==> config.mk <==
export PLATFORM = sky130hd
export DESIGN_NAME = slew_limited_position_tracker
export DESIGN_NICKNAME = d
export VERILOG_FILES = /design/src/rtl/slp_pkg.sv /design/src/rtl/slew_limited_position_tracker.sv /design/src/rtl/slp_cfg.sv /design/src/rtl/slp_div.sv
export SDC_FILE = /design/constraint.sdc
export NUM_CORES = 2
export LEC_CHECK = 0
export BUFFER_PORTS_ARGS = -buffer_cell sky130_fd_sc_hd__buf_4
export CAP_MARGIN = 15
export CELL_PAD_IN_SITES_DETAIL_PLACEMENT = 0
export CELL_PAD_IN_SITES_GLOBAL_PLACEMENT = 1
export CORE_MARGIN = 3
export CORE_UTILIZATION = 53
export CTS_CLUSTER_SIZE = 10
export DETAILED_ROUTE_END_ITERATION = 8
export PLACE_DENSITY_LB_ADDON = 0.1
export SYNTH_ARGS = -nofsm -noshare
export SYNTH_HDL_FRONTEND = slang
export SYNTH_SLANG_ARGS = --single-unit
==> constraint.sdc <==
create_clock -name aclk -period 28.2 [get_ports aclk]
set_clock_uncertainty 0.15 [all_clocks]
set_input_delay 8.46 -clock aclk [delete_from_list [all_inputs] [get_ports aclk]]
set_output_delay 8.46 -clock aclk [all_outputs]
set_load 0.01 [all_outputs]
==> src/rtl/slp_pkg.sv <==
// package for the slew limited position tracker
// holds the fixed-point width, default speed, event kinds and the divider status type
// no dependencies
package slp_pkg;

    localparam int FRAC_BITS     = 10;
    localparam int CNT_W         = $clog2(FRAC_BITS + 1);
    localparam int POS_W         = 16;
    localparam int SPEED_W       = 16;
    localparam int TIME_W        = 32;
    localparam int STEP_W        = TIME_W - FRAC_BITS;

    localparam logic [SPEED_W-1:0] DEFAULT_SPEED = 16'd300;

    typedef enum logic [1:0] {
        KIND_TICK     = 2'd0,
        KIND_SET_TGT  = 2'd1,
        KIND_SET_CUR  = 2'd2,
        KIND_UNUSED   = 2'd3
    } kind_t;

    typedef struct packed {
        logic busy;
        logic done;
    } div_stat_t;

endpackage

==> src/rtl/slew_limited_position_tracker.sv <==
// slew limited position tracker: moves a position toward a target at the configured speed
// a tick word passes through the multiply, divider start, divider wait and finish states; set words
// go straight to finish. one word at a time: a new word is taken only back in idle, after finish,
// which holds while the result is stalled
// reset: aresetn synchronous active low; position, target, residual, time base cleared,
// tracker not moving, speed back to 300. depends on slp_pkg, slp_cfg, slp_div
module slew_limited_position_tracker (
    input  logic        aclk,
    input  logic        aresetn,
    input  logic        s_tvalid,
    output logic        s_tready,
    input  logic [47:0] s_tdata,   // value[15:0], now_ms[47:16]
    input  logic [1:0]  s_tuser,   // kind[1:0]
    output logic        m_tvalid,
    input  logic        m_tready,
    output logic [15:0] m_tdata,   // position[15:0]
    output logic [0:0]  m_tuser,   // moving[0]
    input  logic        psel,
    input  logic        penable,
    input  logic        pwrite,
    input  logic [2:0]  paddr,
    input  logic [31:0] pwdata,
    output logic [31:0] prdata,
    output logic        pready
);
    import slp_pkg::*;

    typedef enum logic [4:0] {
        ST_IDLE   = 5'b00001,
        ST_MUL    = 5'b00010,
        ST_DSTART = 5'b00100,
        ST_DWAIT  = 5'b01000,
        ST_FIN    = 5'b10000
    } state_t;

    state_t state_reg, state_next;

    logic [SPEED_W-1:0]   speed;
    logic [POS_W-1:0]     cur_reg, cur_next;
    logic [POS_W-1:0]     tgt_reg, tgt_next;
    logic [FRAC_BITS-1:0] resid_reg, resid_next;
    logic [TIME_W-1:0]    last_reg, last_next;
    logic                 run_reg, run_next;

    kind_t                kind_reg;
    logic [POS_W-1:0]     val_reg;
    logic [TIME_W-1:0]    now_reg;
    logic [TIME_W-1:0]    prod_reg;

    logic                 mvalid_reg, mvalid_next;
    logic [POS_W-1:0]     mpos_reg;
    logic                 mmov_reg;

    logic [TIME_W-1:0]    elapsed;
    logic [TIME_W-1:0]    prod_full;
    logic [FRAC_BITS-1:0] quotient;
    div_stat_t            div_stat;
    logic                 div_start;

    logic                 accept, fin_go, upd_run, armed;
    logic signed [POS_W:0] delta;
    logic [POS_W-1:0]     distance;
    logic [STEP_W-1:0]    step_raw;
    logic [POS_W-1:0]     step;
    logic [POS_W-1:0]     cur_mid, tgt_mid;

    slp_cfg u_cfg (
        .aclk    (aclk),
        .aresetn (aresetn),
        .psel    (psel),
        .penable (penable),
        .pwrite  (pwrite),
        .paddr   (paddr),
        .pwdata  (pwdata),
        .prdata  (prdata),
        .pready  (pready),
        .speed   (speed)
    );

    slp_div u_div (
        .aclk     (aclk),
        .aresetn  (aresetn),
        .start    (div_start),
        .dividend (prod_reg[FRAC_BITS-1:0]),
        .divisor  (speed),
        .quotient (quotient),
        .stat     (div_stat)
    );

    assign s_tready  = (state_reg == ST_IDLE);
    assign accept    = s_tvalid && s_tready;
    assign div_start = (state_reg == ST_DSTART);
    assign fin_go    = (state_reg == ST_FIN) && (!mvalid_reg || m_tready);

    assign elapsed   = now_reg - last_reg + {{(TIME_W-FRAC_BITS){1'b0}}, resid_reg};
    assign prod_full = TIME_W'(elapsed * {{(TIME_W-SPEED_W){1'b0}}, speed});

    // distance to target and clamped step
    assign delta    = $signed({tgt_reg[POS_W-1], tgt_reg}) - $signed({cur_reg[POS_W-1], cur_reg});
    assign distance = delta[POS_W] ? POS_W'(-delta) : delta[POS_W-1:0];
    assign step_raw = prod_reg[TIME_W-1:FRAC_BITS];
    assign step     = (step_raw > {{(STEP_W-POS_W){1'b0}}, distance}) ?
                      distance : step_raw[POS_W-1:0];

    always_comb begin
        state_next = state_reg;
        unique case (state_reg)
            ST_IDLE:   if (accept) begin
                           state_next = (kind_t'(s_tuser) == KIND_TICK) ? ST_MUL : ST_FIN;
                       end
            ST_MUL:    state_next = ST_DSTART;
            ST_DSTART: state_next = ST_DWAIT;
            ST_DWAIT:  if (div_stat.done) begin
                           state_next = ST_FIN;
                       end
            ST_FIN:    if (fin_go) begin
                           state_next = ST_IDLE;
                       end
            default:   state_next = ST_IDLE;
        endcase
    end

    // state update for the finished event
    always_comb begin
        cur_mid    = cur_reg;
        tgt_mid    = tgt_reg;
        upd_run    = run_reg;
        resid_next = resid_reg;
        last_next  = last_reg;
        unique case (kind_reg)
            KIND_TICK: begin
                if (!delta[POS_W] && delta != '0) begin
                    cur_mid = cur_reg + step;
                end else if (delta[POS_W]) begin
                    cur_mid = cur_reg - step;
                end
                resid_next = quotient;
                last_next  = now_reg;
                upd_run    = 1'b0;
            end
            KIND_SET_TGT: tgt_mid = val_reg;
            KIND_SET_CUR: cur_mid = val_reg;
            KIND_UNUSED:  ;
            default:      ;
        endcase
        armed = 1'b0;
        if (kind_reg != KIND_UNUSED && cur_mid != tgt_mid && !upd_run) begin
            armed = 1'b1;
        end
        cur_next = cur_mid;
        tgt_next = tgt_mid;
        run_next = upd_run || armed;
        if (armed) begin
            last_next = now_reg;
        end
    end

    always_comb begin
        mvalid_next = mvalid_reg;
        if (m_tready) begin
            mvalid_next = 1'b0;
        end
        if (fin_go) begin
            mvalid_next = 1'b1;
        end
    end

    always_ff @(posedge aclk) begin
        if (!aresetn) begin
            state_reg  <= ST_IDLE;
            cur_reg    <= '0;
            tgt_reg    <= '0;
            resid_reg  <= '0;
            last_reg   <= '0;
            run_reg    <= 1'b0;
            mvalid_reg <= 1'b0;
        end else begin
            state_reg  <= state_next;
            mvalid_reg <= mvalid_next;
            if (fin_go) begin
                cur_reg   <= cur_next;
                tgt_reg   <= tgt_next;
                resid_reg <= resid_next;
                last_reg  <= last_next;
                run_reg   <= run_next;
            end
        end
    end

    always_ff @(posedge aclk) begin
        if (accept) begin
            kind_reg <= kind_t'(s_tuser);
            val_reg  <= s_tdata[POS_W-1:0];
            now_reg  <= s_tdata[POS_W+TIME_W-1:POS_W];
        end
        if (state_reg == ST_MUL) begin
            prod_reg <= prod_full;
        end
        if (fin_go) begin
            mpos_reg <= cur_next;
            mmov_reg <= run_next && (cur_next != tgt_next);
        end
    end

    assign m_tvalid   = mvalid_reg;
    assign m_tdata    = mpos_reg;
    assign m_tuser[0] = mmov_reg;

endmodule

==> src/rtl/slp_cfg.sv <==
// apb register block holding the speed register
// depends on slp_pkg
module slp_cfg (
    input  logic                        aclk,
    input  logic                        aresetn,
    input  logic                        psel,
    input  logic                        penable,
    input  logic                        pwrite,
    input  logic [2:0]                  paddr,
    input  logic [31:0]                 pwdata,
    output logic [31:0]                 prdata,
    output logic                        pready,
    output logic [slp_pkg::SPEED_W-1:0] speed
);
    import slp_pkg::*;

    logic [SPEED_W-1:0] speed_reg;
    logic [SPEED_W-1:0] speed_next;
    logic               wr_en;

    assign pready = 1'b1;
    assign wr_en  = psel && penable && pwrite && (paddr == 3'd0);

    always_comb begin
        speed_next = speed_reg;
        if (wr_en) begin
            // zero would stall motion, fall back to the default
            speed_next = (pwdata[SPEED_W-1:0] == '0) ? DEFAULT_SPEED : pwdata[SPEED_W-1:0];
        end
    end

    always_ff @(posedge aclk) begin
        if (!aresetn) begin
            speed_reg <= DEFAULT_SPEED;
        end else begin
            speed_reg <= speed_next;
        end
    end

    assign prdata = (paddr == 3'd0) ? {{(32-SPEED_W){1'b0}}, speed_reg} : 32'd0;
    assign speed  = speed_reg;

endmodule

==> src/rtl/slp_div.sv <==
// iterative restoring divider, one quotient bit per cycle
// divides the fractional product bits by the speed; depends on slp_pkg
module slp_div (
    input  logic                          aclk,
    input  logic                          aresetn,
    input  logic                          start,
    input  logic [slp_pkg::FRAC_BITS-1:0] dividend,
    input  logic [slp_pkg::SPEED_W-1:0]   divisor,
    output logic [slp_pkg::FRAC_BITS-1:0] quotient,
    output slp_pkg::div_stat_t            stat
);
    import slp_pkg::*;

    logic [SPEED_W-1:0]   rem_reg, rem_next;
    logic [FRAC_BITS-1:0] dvd_reg, dvd_next;
    logic [FRAC_BITS-1:0] quo_reg, quo_next;
    logic [CNT_W-1:0]     cnt_reg, cnt_next;
    logic                 busy_reg, busy_next;
    logic                 done_reg, done_next;
    logic [SPEED_W:0]     trial;
    logic                 fits;

    assign trial = {rem_reg, dvd_reg[FRAC_BITS-1]};
    assign fits  = trial >= {1'b0, divisor};

    always_comb begin
        rem_next  = rem_reg;
        dvd_next  = dvd_reg;
        quo_next  = quo_reg;
        cnt_next  = cnt_reg;
        busy_next = busy_reg;
        done_next = 1'b0;
        if (start) begin
            rem_next  = '0;
            dvd_next  = dividend;
            quo_next  = '0;
            cnt_next  = CNT_W'(FRAC_BITS);
            busy_next = 1'b1;
        end else if (busy_reg) begin
            // remainder stays below the divisor, so it fits back in SPEED_W bits
            rem_next = fits ? SPEED_W'(trial - {1'b0, divisor}) : trial[SPEED_W-1:0];
            dvd_next = {dvd_reg[FRAC_BITS-2:0], 1'b0};
            quo_next = {quo_reg[FRAC_BITS-2:0], fits};
            cnt_next = cnt_reg - 1'b1;
            if (cnt_reg == CNT_W'(1)) begin
                busy_next = 1'b0;
                done_next = 1'b1;
            end
        end
    end

    always_ff @(posedge aclk) begin
        if (!aresetn) begin
            busy_reg <= 1'b0;
            done_reg <= 1'b0;
            cnt_reg  <= '0;
        end else begin
            busy_reg <= busy_next;
            done_reg <= done_next;
            cnt_reg  <= cnt_next;
        end
    end

    always_ff @(posedge aclk) begin
        rem_reg <= rem_next;
        dvd_reg <= dvd_next;
        quo_reg <= quo_next;
    end

    assign quotient  = quo_reg;
    assign stat.busy = busy_reg;
    assign stat.done = done_reg;

endmodule

==> run_results.csv <==
group,metric,value,unit
timing,drv_slew,0,
detailed_routing,via_per_inst,5.78,
pwr,switchingPower,1.73,mW
place,gp_congestion,0.942,
pwr,power,3.68,mW
cells_and_area,drive_above_1_share,7.76,%
grt,grt_use_total,28.2,%
detailed_routing,wl_per_cell,19.7,µm
die,fp.dieH,238,µm
pwr,seqPwrFrac,14.0,%
synthesis,ys_warn_count,0,
clocking,clock_path_buffers,3,
timing,worst-slew-pin-transition,1.03,ns
synthesis,synth-simple-area-share,18.1,%
critical_path,crit_required,19.59,ns
synthesis,synth_top_area_cell,"fa_1",
synthesis,synth_top_area_share,22.4,%
timing,relSlewSlack,30.7,%
grt,grt_max_degree,104,
synthesis,async_flop_share,0,%
detailed_routing,ant_nets,0,
synthesis,ys_ff_latch,238,
die,start_util,53.9,%
pwr,p_comb_share,76.7,%
outcome,status,"completed",
critical_path,cp_max_fo,16,
synthesis,yosys_most_used_dff,"dfxtp_1",
synthesis,yosys.cell_count.top_type,"nand2_1",
run,maxCapViolations,0,
clocking,cts.sinks,238,
synthesis,syn-cell-area,0.0284,mm²
grt,grt_pass1_vias,23800,
synthesis,synth-adder-area-share,31.3,%
pwr,leakage,13.1,nW
clocking,cts_tree,"done",
synthesis,synth-edff-count,109,
synthesis,synth.top_cells.by_count,"nand2_1, inv_1, fa_1",
timing,finalHoldViolations,0,
synthesis,syn_area_per_cell,8.72,µm²
critical_path,critPathCaptureType,"output pin",
critical_path,worstSetupPathType,"in -> out",
grt,antenna_found_initial,0,
critical_path,cp-startpoint,"paddr[1]",
pwr,p_sw_share,47.0,%
place,dp_hpwl,60.6,mm
die,pin_count,144,
pwr,p_per_area,120,mW/mm²
cells_and_area,area_growth,7.70,%
die,die_w,238,µm
clocking,clock-root-buffer,"clkbuf_16",
clocking,htreeDepth,1,
timing,hold-worst-slack,0.309,ns
timing,fin_setup_tns,0,ns
synthesis,ys_seq_area_share,20.6,%
grt,grt_pass1_wl,128,mm
timing,rsz0062_at_grt,"no",
detailed_routing,drc,0,
cells_and_area,antenna_cells_inserted,0,
synthesis,synth_cell_types,111,
pwr,p_clk_share,9.3,%
timing,fmax,55.6,MHz
detailed_routing,vias,23200,
critical_path,cp.arrival,9.37,ns
die,core_region_area,0.0528,mm²
detailed_routing,drt_pass1_iterations,6,
synthesis,synth_top_family_by_area,"adder cells",
timing,period_needed,17.98,ns
die,rows,84,
hold_path,hp-start,"last_reg[18]$_SDFFE_PN0P_",
synthesis,synthMuxAreaShare,3.04,%
pwr,peakVddDrop,0.151,mV
clocking,post_cts_resized,0,
place,io_buffers,110,
timing,setup_viol,0,
clocking,clkTransAtPathRegs,0.05,ns
synthesis,ys_top_cells_by_area,"fa_1, edfxtp_1, dfxtp_1",
detailed_routing,drt-total-wl,79.2,mm
detailed_routing,drt_iter0_markers,1464,
synthesis,synth_compound_area_share,12.8,%
timing,timing.final.crit_share,63.8,%
synthesis,netlist_instances,3259,
critical_path,r2r_setup_slack,16.72,ns
cells_and_area,layout.nets,3915,
hold_path,min_path_cells,2,
clocking,clk_latency,0.57,ns
synthesis,synth_xor_xnor_area_share,4.88,%
critical_path,r2r-start,"tgt_reg[1]$_SDFFE_PN0P_",
pwr,intPower,1.95,mW
clocking,postCtsSetupBuffers,0,
clocking,numCtsBuffers,29,
clocking,hold_buffers,0,
critical_path,start_kind,"input pin",
die,die-area,0.0564,mm²
critical_path,worstRegToRegCells,34,
grt,gr-total-overflow,0,
hold_path,hold_path.class,"reg -> reg",
==> path summary, 6_finish.rpt <==
path,endpoint
setup / recovery,prdata[0]
hold / removal,last_reg[18]$_SDFFE_PN0P_
setup reg to reg,last_reg[25]$_SDFFE_PN0P_
hold reg to reg,last_reg[18]$_SDFFE_PN0P_
==> cell families after synthesis <==
logic type | count (synthesis)
AOI/OAI and AO/OA | 529
xor gates and xnor gates | 146
adders and majority gates | 520
buffers and inverters | 645
DFF | 238
muxes | 86
other | 2
and+or+nand+nor | 1093
==> placed cells by master (no fill, tap or decap), types with 36 or more instances in the layout <==
| cell | netlist | final |
|---|---|---|
| a21boi_0 | 59 | 59 |
| a21o_1 | 36 | 36 |
| a21oi_1 | 132 | 132 |
| and2_1 | 130 | 130 |
| buf_4 | 18 | 162 |
| dfxtp_1 | 129 | 127 |
| edfxtp_1 | 109 | 109 |
| fa_1 | 318 | 318 |
| ha_1 | 202 | 202 |
| inv_1 | 476 | 475 |
| mux2i_1 | 84 | 84 |
| nand2_1 | 579 | 579 |
| nor2_1 | 136 | 135 |
| nor3_1 | 43 | 43 |
| o21ai_0 | 78 | 77 |
| xnor2_1 | 99 | 96 |
| xor2_1 | 38 | 37 |
==> cell type report <==
cell class / count / area (µm²)
Clock buffer: 50 / 815
Clock inverter: 3 / 20.0
Fill cell: 4751 / 22100
Inverter: 479 / 1800
Multi-Input combinational cell: 2391 / 20000
Sequential cell: 238 / 5860
Tap cell: 688 / 861
Timing Repair Buffer: 164 / 1240
==> metrics by stage <==
| step | cell area, µm² | utilization (%) | setup WS (ns) | cells |
|---|---|---|---|---|
| 6_report | 30600 | 58.0 | 10.22 | 4013 |
| 2_1_floorplan | 28500 | - | 10.28 | 3274 |
| 5_1_grt | 30600 | 58.0 | 10.14 | 4013 |
| 4_1_cts | 30600 | 58.0 | 9.70 | 4011 |
| 3_3_place_gp | 29800 | 56.4 | 9.86 | 3958 |
| 3_5_place_dp | 29800 | 56.4 | 9.71 | 3958 |
==> layer usage <==
layer	routed length, µm	vias up	GRT usage [%]
li1	-	10700	-
met4	3700	0	11.3
met3	4500	200	3.24
met2	38400	779	49.5
met1	32600	11500	35.8
met5	0	-	0
==> worst max-delay path, cell delays in order <==
cell and delay, ns:
buf_4 0.11, nor3_1 0.25, buf_2 0.28, and2_1 0.16, buf_4 0.12
==> power groups by stage <==
stage                     Combinational (mW)  Sequential (mW)  Clock (mW)
after CTS                               2.83            0.516       0.353
final                                   2.82            0.516       0.342
after global routing                    3.20            0.518       0.366
after floorplan                         2.14            0.520           0
after detailed placement                2.80            0.524           0
after global placement                  2.74            0.523           0
(Power assumes the default switching activity.)
